===== config.mk =====
export PLATFORM = sky130hd
export DESIGN_NAME = frame_integrity_monitor_core
export DESIGN_NICKNAME = d
export VERILOG_FILES = /design/src/hw/rtl/fim_pkg.sv /design/src/hw/rtl/fim_frame_scan.sv /design/src/hw/rtl/frame_integrity_monitor_core.sv
export SDC_FILE = /design/constraint.sdc
export NUM_CORES = 2
export LEC_CHECK = 0
export BUFFER_PORTS_ARGS = -buffer_cell sky130_fd_sc_hd__buf_4
export CORE_MARGIN = 2
export CORE_UTILIZATION = 45
export CTS_CLUSTER_SIZE = 30
export DETAILED_ROUTE_END_ITERATION = 10
export GPL_ROUTABILITY_DRIVEN = 0
export PLACE_DENSITY = 0.72
export SLEW_MARGIN = 15
export SYNTH_ARGS = -nofsm -noshare
export SYNTH_HDL_FRONTEND = slang
export SYNTH_SLANG_ARGS = --single-unit

===== constraint.sdc =====
create_clock -name aclk -period 15.35 [get_ports aclk]
set_clock_uncertainty 0.1 [all_clocks]
set_input_delay 1.535 -clock aclk [delete_from_list [all_inputs] [get_ports aclk]]
set_output_delay 1.535 -clock aclk [all_outputs]
set_load 0.005 [all_outputs]

===== src/hw/rtl/fim_pkg.sv =====
// ----------------------------------------------------------------------------
// Frame integrity monitor package
// Sizes, constants, codes and shared types of the frame integrity monitor.
// ----------------------------------------------------------------------------
`default_nettype none

package fim_pkg;

    // Sizing
    localparam int unsigned HISTORY_DEPTH = 100;
    localparam int unsigned SCAN_LIMIT    = 1024;
    localparam int unsigned CHECK_PERIOD  = 100;
    localparam int unsigned CNT_W         = $clog2(SCAN_LIMIT + 1);
    localparam int unsigned GAP_SUM_W     = $clog2(HISTORY_DEPTH + 1);
    localparam int unsigned PERIOD_W      = $clog2(CHECK_PERIOD);

    // Hash and thresholds
    localparam logic [31:0] FNV_BASIS    = 32'd2166136261;
    localparam logic [31:0] FNV_PRIME    = 32'd16777619;
    localparam logic [31:0] GAP_LIMIT_MS = 32'd200;
    localparam logic [31:0] COUNT_MAX    = 32'hFFFF_FFFF;
    localparam logic [7:0]  CHAR_SPACE   = 8'd32;
    localparam logic [7:0]  CHAR_TILDE   = 8'd126;
    localparam int unsigned MIN_VISIBLE  = 10;
    localparam int unsigned MAX_GAPS     = 5;

    // Port widths
    localparam int unsigned S_TDATA_W   = 40;
    localparam int unsigned CFG_INDEX_W = 8;
    localparam int unsigned CFG_DATA_W  = 16;

    // Register indexes
    typedef enum logic [CFG_INDEX_W-1:0] {
        REG_MONITOR_ENABLE = 8'd0,
        REG_SLOW_THRESHOLD = 8'd1
    } cfg_reg_t;

    // Input item kind
    typedef enum logic {
        CMD_BYTE = 1'b0,
        CMD_END  = 1'b1
    } cmd_t;

    // Control from the frame logic to the byte scanner
    typedef struct packed {
        logic byte_en;
        logic frame_end;
    } scan_ctrl_t;

    // Running statistics of the frame in progress
    typedef struct packed {
        logic [31:0]      hash;
        logic [CNT_W-1:0] scanned;
        logic [CNT_W-1:0] visible;
        logic [CNT_W-1:0] printable;
    } scan_stats_t;

    // Result item, lowest field last so that frame_hash sits in the low bits
    typedef struct packed {
        logic        pad;
        logic        gaps_high;
        logic        slow_rate_high;
        logic        dup_rate_high;
        logic        check_done;
        logic [31:0] slow_total;
        logic [31:0] duplicate_total;
        logic [31:0] frame_total;
        logic [31:0] interval_ms;
        logic        slow_flag;
        logic        duplicate_flag;
        logic        empty_flag;
        logic [31:0] frame_hash;
    } result_t;

    localparam int unsigned M_TDATA_W = $bits(result_t);

endpackage

`default_nettype wire


===== src/hw/rtl/fim_frame_scan.sv =====
// ----------------------------------------------------------------------------
// Frame byte scanner
// FNV-1a hash and visible/printable byte counts over the head of a frame.
// ----------------------------------------------------------------------------
`default_nettype none

module fim_frame_scan
    import fim_pkg::*;
(
    input  wire logic        aclk,
    input  wire logic        aresetn,
    input  wire scan_ctrl_t  ctrl,
    input  wire logic [7:0]  byte_value,
    output scan_stats_t      stats
);

    logic [31:0]      hash_reg,      hash_next;
    logic [CNT_W-1:0] scanned_reg,   scanned_next;
    logic [CNT_W-1:0] visible_reg,   visible_next;
    logic [CNT_W-1:0] printable_reg, printable_next;
    logic             in_scan;
    logic             is_printable;

    assign in_scan      = scanned_reg < CNT_W'(SCAN_LIMIT);
    assign is_printable = (byte_value >= CHAR_SPACE) && (byte_value <= CHAR_TILDE);

    // Fold in one byte, or restart at frame end
    always_comb begin
        hash_next      = hash_reg;
        scanned_next   = scanned_reg;
        visible_next   = visible_reg;
        printable_next = printable_reg;
        if (ctrl.frame_end) begin
            hash_next      = FNV_BASIS;
            scanned_next   = '0;
            visible_next   = '0;
            printable_next = '0;
        end else if (ctrl.byte_en && in_scan) begin
            hash_next    = (hash_reg ^ {24'd0, byte_value}) * FNV_PRIME;
            scanned_next = scanned_reg + CNT_W'(1);
            if (is_printable) begin
                printable_next = printable_reg + CNT_W'(1);
                if (byte_value != CHAR_SPACE) begin
                    visible_next = visible_reg + CNT_W'(1);
                end
            end
        end
    end

    always_ff @(posedge aclk) begin
        if (!aresetn) begin
            hash_reg      <= FNV_BASIS;
            scanned_reg   <= '0;
            visible_reg   <= '0;
            printable_reg <= '0;
        end else begin
            hash_reg      <= hash_next;
            scanned_reg   <= scanned_next;
            visible_reg   <= visible_next;
            printable_reg <= printable_next;
        end
    end

    assign stats.hash      = hash_reg;
    assign stats.scanned   = scanned_reg;
    assign stats.visible   = visible_reg;
    assign stats.printable = printable_reg;

endmodule

`default_nettype wire


===== src/hw/rtl/frame_integrity_monitor_core.sv =====
// ----------------------------------------------------------------------------
// Frame integrity monitor core
// Per-frame hash, blank, duplicate and timing checks with periodic rate checks.
// ----------------------------------------------------------------------------
// Frame bytes (tuser low) and end-of-frame items (tuser high, timestamp in
// tdata) stream in at one item per clock while the output slot is free. Each
// item passes an input register and is processed once the output slot is
// free; an end-of-frame item's result is then loaded into the output register.
// The sustained rate of one item per cycle is set by the running-hash
// register, whose xor-and-multiply update is a single combinational step.
// Byte items produce no result. While monitor_enable is zero every item is
// taken and dropped and a partly received frame is held. Only the first 1024
// bytes of a frame are hashed and counted. The timing-gap history is a shift
// line of per-frame flags, cleared by reset at once.
`default_nettype none

module frame_integrity_monitor_core
    import fim_pkg::*;
(
    input  wire logic                   aclk,
    input  wire logic                   aresetn,
    // Input stream
    input  wire logic                   s_tvalid,
    output logic                        s_tready,
    input  wire logic [S_TDATA_W-1:0]   s_tdata,   // [7:0] byte_value, [39:8] time_ms
    input  wire logic [0:0]             s_tuser,   // [0] cmd
    // Result stream
    output logic                        m_tvalid,
    input  wire logic                   m_tready,
    output logic [M_TDATA_W-1:0]        m_tdata,   // [31:0] frame_hash, [32] empty_flag,
                                                   // [33] duplicate_flag, [34] slow_flag,
                                                   // [66:35] interval_ms,
                                                   // [98:67] frame_total,
                                                   // [130:99] duplicate_total,
                                                   // [162:131] slow_total,
                                                   // [163] check_done,
                                                   // [164] dup_rate_high,
                                                   // [165] slow_rate_high,
                                                   // [166] gaps_high, [167] zero
    // Configuration writes
    input  wire logic                   cfg_valid,
    output logic                        cfg_ready,
    input  wire logic [CFG_INDEX_W-1:0] cfg_index,
    input  wire logic [CFG_DATA_W-1:0]  cfg_data
);

    localparam int unsigned EMPTY_W = CNT_W + 5;

    function automatic logic [31:0] sat_inc(input logic [31:0] v);
        sat_inc = (v == COUNT_MAX) ? v : v + 32'd1;
    endfunction

    // Configuration registers
    logic        enable_reg;
    logic [15:0] slow_thr_reg;

    // Input register
    logic        in_valid_reg;
    cmd_t        in_cmd_reg;
    logic [7:0]  in_byte_reg;
    logic [31:0] in_time_reg;

    // Frame history state
    logic [31:0]              frames_reg,   frames_next;
    logic [31:0]              dup_cnt_reg,  dup_cnt_next;
    logic [31:0]              slow_cnt_reg, slow_cnt_next;
    logic [31:0]              prev_hash_reg;
    logic [31:0]              prev_time_reg;
    logic [HISTORY_DEPTH-1:0] gap_hist_reg;
    logic [GAP_SUM_W-1:0]     gap_sum_reg,  gap_sum_next;
    logic [PERIOD_W-1:0]      period_reg,   period_next;

    // Output register
    logic    out_valid_reg;
    result_t result_reg;

    // Handshake and strobes
    logic        out_free;
    logic        advance;
    logic        work;
    scan_ctrl_t  scan_ctrl;
    scan_stats_t stats;

    // Frame-end evaluation
    logic                 first_frame;
    logic [31:0]          hash;
    logic [31:0]          interval;
    logic [CNT_W-1:0]     blanks;
    logic [EMPTY_W-1:0]   blanks_x20;
    logic [EMPTY_W-1:0]   printable_x19;
    logic                 empty;
    logic                 dup;
    logic                 slow;
    logic                 gap;
    logic [GAP_SUM_W-1:0] newest_gaps;
    logic                 check;
    logic                 dup_high;
    logic                 slow_high;
    logic                 gaps_high;
    logic [32:0]          dup_x2;
    logic [36:0]          slow_x20;
    result_t              result_next;

    // Stream handshake: a transfer moves on whenever the output slot is free
    assign out_free  = !out_valid_reg || m_tready;
    assign advance   = in_valid_reg && out_free;
    assign s_tready  = !in_valid_reg || advance;
    assign cfg_ready = 1'b1;
    assign work      = advance && enable_reg;

    assign scan_ctrl.byte_en   = work && (in_cmd_reg == CMD_BYTE);
    assign scan_ctrl.frame_end = work && (in_cmd_reg == CMD_END);

    fim_frame_scan u_frame_scan (
        .aclk       (aclk),
        .aresetn    (aresetn),
        .ctrl       (scan_ctrl),
        .byte_value (in_byte_reg),
        .stats      (stats)
    );

    // Per-frame flags
    always_comb begin
        first_frame   = (frames_reg == 32'd0);
        hash          = (stats.scanned == '0) ? 32'd0 : stats.hash;
        interval      = first_frame ? 32'd0 : in_time_reg - prev_time_reg;
        blanks        = stats.printable - stats.visible;
        blanks_x20    = EMPTY_W'(blanks) * EMPTY_W'(20);
        printable_x19 = EMPTY_W'(stats.printable) * EMPTY_W'(19);
        empty         = (stats.visible < CNT_W'(MIN_VISIBLE)) || (blanks_x20 > printable_x19);
        dup           = !first_frame && (hash == prev_hash_reg);
        slow          = interval > {16'd0, slow_thr_reg};
        gap           = interval > GAP_LIMIT_MS;
    end

    // Totals, gap history and check period
    always_comb begin
        dup_cnt_next  = dup  ? sat_inc(dup_cnt_reg)  : dup_cnt_reg;
        slow_cnt_next = slow ? sat_inc(slow_cnt_reg) : slow_cnt_reg;
        gap_sum_next  = gap_sum_reg - GAP_SUM_W'(gap_hist_reg[HISTORY_DEPTH-1])
                        + GAP_SUM_W'(gap);
        newest_gaps   = gap_sum_next - GAP_SUM_W'(gap_hist_reg[HISTORY_DEPTH-2]);
        frames_next   = frames_reg;
        period_next   = period_reg;
        if (frames_reg != COUNT_MAX) begin
            frames_next = frames_reg + 32'd1;
            period_next = (period_reg == PERIOD_W'(CHECK_PERIOD - 1)) ? '0
                          : period_reg + PERIOD_W'(1);
        end
        check     = (period_next == '0);
        dup_x2    = {dup_cnt_next, 1'b0};
        slow_x20  = {1'b0, slow_cnt_next, 4'd0} + {3'd0, slow_cnt_next, 2'd0};
        dup_high  = check && (dup_x2 > {1'b0, frames_next});
        slow_high = check && (slow_x20 > {5'd0, frames_next});
        gaps_high = check && (frames_next >= 32'(HISTORY_DEPTH))
                    && (newest_gaps > GAP_SUM_W'(MAX_GAPS));
    end

    // Assemble the result item
    always_comb begin
        result_next.pad             = 1'b0;
        result_next.gaps_high       = gaps_high;
        result_next.slow_rate_high  = slow_high;
        result_next.dup_rate_high   = dup_high;
        result_next.check_done      = check;
        result_next.slow_total      = slow_cnt_next;
        result_next.duplicate_total = dup_cnt_next;
        result_next.frame_total     = frames_next;
        result_next.interval_ms     = interval;
        result_next.slow_flag       = slow;
        result_next.duplicate_flag  = dup;
        result_next.empty_flag      = empty;
        result_next.frame_hash      = hash;
    end

    // Configuration writes
    always_ff @(posedge aclk) begin
        if (!aresetn) begin
            enable_reg   <= 1'b0;
            slow_thr_reg <= 16'd100;
        end else if (cfg_valid && cfg_ready) begin
            unique case (cfg_index)
                REG_MONITOR_ENABLE: enable_reg   <= cfg_data[0];
                REG_SLOW_THRESHOLD: slow_thr_reg <= cfg_data;
                default: ;
            endcase
        end
    end

    // Input register: load on transfer, drop once processed
    always_ff @(posedge aclk) begin
        if (!aresetn) begin
            in_valid_reg <= 1'b0;
        end else if (s_tvalid && s_tready) begin
            in_valid_reg <= 1'b1;
        end else if (advance) begin
            in_valid_reg <= 1'b0;
        end
    end

    always_ff @(posedge aclk) begin
        if (s_tvalid && s_tready) begin
            in_cmd_reg  <= cmd_t'(s_tuser[0]);
            in_byte_reg <= s_tdata[7:0];
            in_time_reg <= s_tdata[39:8];
        end
    end

    // Frame history: advance on each recorded frame end
    always_ff @(posedge aclk) begin
        if (!aresetn) begin
            frames_reg    <= '0;
            dup_cnt_reg   <= '0;
            slow_cnt_reg  <= '0;
            prev_hash_reg <= '0;
            prev_time_reg <= '0;
            gap_hist_reg  <= '0;
            gap_sum_reg   <= '0;
            period_reg    <= '0;
        end else if (scan_ctrl.frame_end) begin
            frames_reg    <= frames_next;
            dup_cnt_reg   <= dup_cnt_next;
            slow_cnt_reg  <= slow_cnt_next;
            prev_hash_reg <= hash;
            prev_time_reg <= in_time_reg;
            gap_hist_reg  <= {gap_hist_reg[HISTORY_DEPTH-2:0], gap};
            gap_sum_reg   <= gap_sum_next;
            period_reg    <= period_next;
        end
    end

    // Output register: hold until the result transfer completes
    always_ff @(posedge aclk) begin
        if (!aresetn) begin
            out_valid_reg <= 1'b0;
        end else if (scan_ctrl.frame_end) begin
            out_valid_reg <= 1'b1;
        end else if (m_tready) begin
            out_valid_reg <= 1'b0;
        end
    end

    always_ff @(posedge aclk) begin
        if (scan_ctrl.frame_end) begin
            result_reg <= result_next;
        end
    end

    assign m_tvalid = out_valid_reg;
    assign m_tdata  = result_reg;

endmodule

`default_nettype wire


==> results.cfg <==
[detailed_routing]
avg_wl_per_cell_um = 16.7
detail-route-antenna-nets = 0
drt_iter0_drc = 1851
overall_via_count_from_detail_route = 28423
remaining_drc_errors = 0
dr.pass1.iters = 5
drt_wl_total_mm = 89.2
vias_per_cell = 5.33

[layout]
area.growth.synth_to_final_pct = 13.0
max_reg_flops = 167
final_util_pct = 51.2
n_fill_cell = 7381
antenna_cells_inserted = 0
final_nets = 4785
post_layout_nonfiller_instances = 5331
ff_latch_area_mm2 = 0.0134
area_used_by_multi_input_combinational_logic_mm2 = 0.0205
drive_gt1_share_pct = 9.48

[clock_network]
cell_at_the_root_of_the_clock_tree = sky130_fd_sc_hd__clkbuf_16
post_cts.resized_instances = 0
clk_path_buf_depth = 3
clkTransAtPathRegs_ns = 0.07
worst_skew_pair.late_latency_ns = 0.64
tritoncts.num_buffers = 60
sink_count_of_the_clock_tree = 566
number_of_buffers_added_for_setup_after_cts = 0
holdBufCountCts = 0
cts-htree-levels = 2
tritoncts_clock_tree = yes

[timing]
tightest_slew_ns = 1.02
tns_ns = 0
rsz0062_at_grt = false
post-route-min-period_ns = 9.24
worst_hold_slack_across_all_endpoints_ns = 0.344
timing.slew.headroom_pct = 31.6
fmax_mhz = 108
finalCritPeriodShare_pct = 60.2
hold_viol = 0
finalSetupViolations = 0
final_slew_violations = 0

[synthesis]
yosys_register_bits = 566
asyncSetResetFlopFracSynth_pct = 0
post_synth_edffs = 208
synth-main-ff-cell = sky130_fd_sc_hd__dfxtp_1
syn_area_per_cell_um2 = 8.96
synth-seq-area-share_pct = 37.0
syn_inst = 4052
synthDistinctLibCells = 97
syn-num-nets = 4618
synth.yosys.warnings = 0
synth_area_mm2 = 0.0363

[pwr]
power_leakage_uw = 0.0180
design_power_total_uw = 3680
maximum_vdd_ir_drop_v = 0.0000801
pwr_density_cell_mw_per_mm2 = 89.7

[global_route]
number_of_global_route_vias_before_repair = 27303
grt-ovfl-total = 0
global_route_wire_length_before_repair_mm = 143
track_usage_pct = 21.3
grt_max_degree = 154
antenna_violations_before_repair = 0

[outcome]
status = finished, final reports clean

[floorplan]
dieHeight_um = 288
floorplan.core_area_mm2 = 0.0802
die_w_um = 288
row_count = 104
fp.dieArea_mm2 = 0.0830
floorplan.initialDensity_pct = 45.3
floorplan.io_pins = 241

[critical_path]
crit_path_start = frames_reg[0]
critical_path.most_common_cell = sky130_fd_sc_hd__o21a_1
timing.critical_path.slowest_stage_cell = sky130_fd_sc_hd__a2111oi_0
worstReg2RegStart = frames_reg[0]
worst-r2r-setup-slack_ns = 6.11
start_kind = register
crit-reg2reg-capture = m_tdata[165]
crit_fanout = 39
peak_per_stage_delay_on_the_critical_path_ns = 0.57
timing.critical_path.arrival_ns = 9.50
worstSetupEndpointType = register
ff2ff_path_depth = 39
required_time_reported_for_the_critical_path_endpoint_ns = 15.61
timing.setup.critical_path_class = register to register

[min_path]
whs_path_depth = 2
path_type_of_the_worst_min_delay_path = register to register
worstHoldEndpoint = gap_hist_reg[37]
source_of_the_worst_hold_timing_path = gap_hist_reg[36]

[placement]
place_inst = 5217
port_buffers = 238
detailed_place_hpwl_mm = 65.8

[run]
maxCapViolations = 0
==> where the power goes <==
group / switching, uW / total, uW / internal, uW
logic: 365 / 619 / 254
clock network: 628 / 1500 / 868
registers: 7.15 / 1560 / 1560
total: 1000 / 3680 / 2680
==> critical path, delay by kind of cell (launching register included) <==
family	cells	cell delay, ns
flip-flops	1	0.33
buffers and inverters	3	0.68
XOR/XNOR	1	0.21
adder cells (fa/ha/maj)	4	1.05
AO/OA/AOI/OAI	18	3.92
AND/OR/NAND/NOR	13	2.65
==> how the worst max path moves through the flow <==
stage,endpoint,slack (ns),cells after the start
finish,m_tdata[165],6.11,39
global route,m_tdata[165],5.27,40
CTS,m_tdata[165],6.16,39
detailed placement,m_tdata[165],6.22,39
global placement,m_tdata[165],6.47,39
floorplan,m_tdata[165],6.45,44
==> metrics by stage <==
step                cell area (um^2)  setup WS (ns)
floorplan                      36300           6.45
global placement               39000           6.47
detailed placement             39000           6.22
CTS                            41000           6.16
global route                   41000           5.27
finish                         41000           6.11
==> layout by cell type (no fill, tap or decap), types with 46 or more instances in the layout <==
cell type	synthesis	layout
sky130_fd_sc_hd__ha_1	410	410
sky130_fd_sc_hd__edfxtp_1	208	208
sky130_fd_sc_hd__dfxtp_1	358	358
sky130_fd_sc_hd__nand3_1	80	80
sky130_fd_sc_hd__clkbuf_16	0	61
sky130_fd_sc_hd__buf_4	4	259
sky130_fd_sc_hd__nand4_1	63	63
sky130_fd_sc_hd__and3_1	46	46
sky130_fd_sc_hd__fa_1	86	86
sky130_fd_sc_hd__xnor2_1	185	185
sky130_fd_sc_hd__a21oi_1	331	331
sky130_fd_sc_hd__nand2_1	514	514
sky130_fd_sc_hd__a21o_1	53	53
sky130_fd_sc_hd__inv_1	466	465
sky130_fd_sc_hd__nor3_1	72	71
sky130_fd_sc_hd__nor2_1	292	290
sky130_fd_sc_hd__xor2_1	131	131
sky130_fd_sc_hd__o21ai_0	111	111
==> final cells by class <==
cell class | instances | area share [%]
Multi-Input combinational cell | 2864 | 50.0
Inverter | 467 | 4.31
Clock inverter | 36 | 0.964
Sequential cell | 566 | 32.7
Timing Repair Buffer | 260 | 4.79
Clock buffer | 78 | 3.98
Tap cell | 1060 | 3.23
==> metal layers <==
metal / up-vias / GRT usage (%) / share of wire [%]
met1: 13464 / 28.0 / 44
met4: 0 / 5.36 / 2.2
li1: 14110 / - / -
met3: 131 / 3.07 / 5.7
met5: - / 0 / 0
met2: 718 / 36.7 / 48
==> synthesized netlist by cell type, drive strengths merged, types with 64 or more instances <==
master,number,area share (%)
a21oi,333,4.6
clkbuf,124,1.3
dfxtp,358,20
edfxtp,208,17
fa,86,4.7
ha,410,14
inv,466,4.8
nand2,514,5.3
nand3,81,1.1
nand4,64,1.1
nor2,294,3.1
nor3,72,0.99
o21ai,119,1.7
xnor2,185,4.5
xor2,132,3.2
==> cells by family (layout without fill, tap and decap cells) <==
| kind of cell | count (synthesis) | in the layout | share of synthesized area, % |
|---|---|---|---|
| multiplexers | 31 | 31 | 0.879 |
| other | 2 | 2 | 0.0207 |
| XOR/XNOR | 317 | 317 | 7.67 |
| AO/OA/AOI/OAI | 725 | 725 | 12.4 |
| flip-flops | 566 | 566 | 37.0 |
| adder cells (fa/ha/maj) | 496 | 496 | 18.9 |
| buffers and inverters | 622 | 841 | 6.57 |
| AND/OR/NAND/NOR | 1293 | 1293 | 16.6 |
No activity file was read; power rests on OpenSTA's default activity.
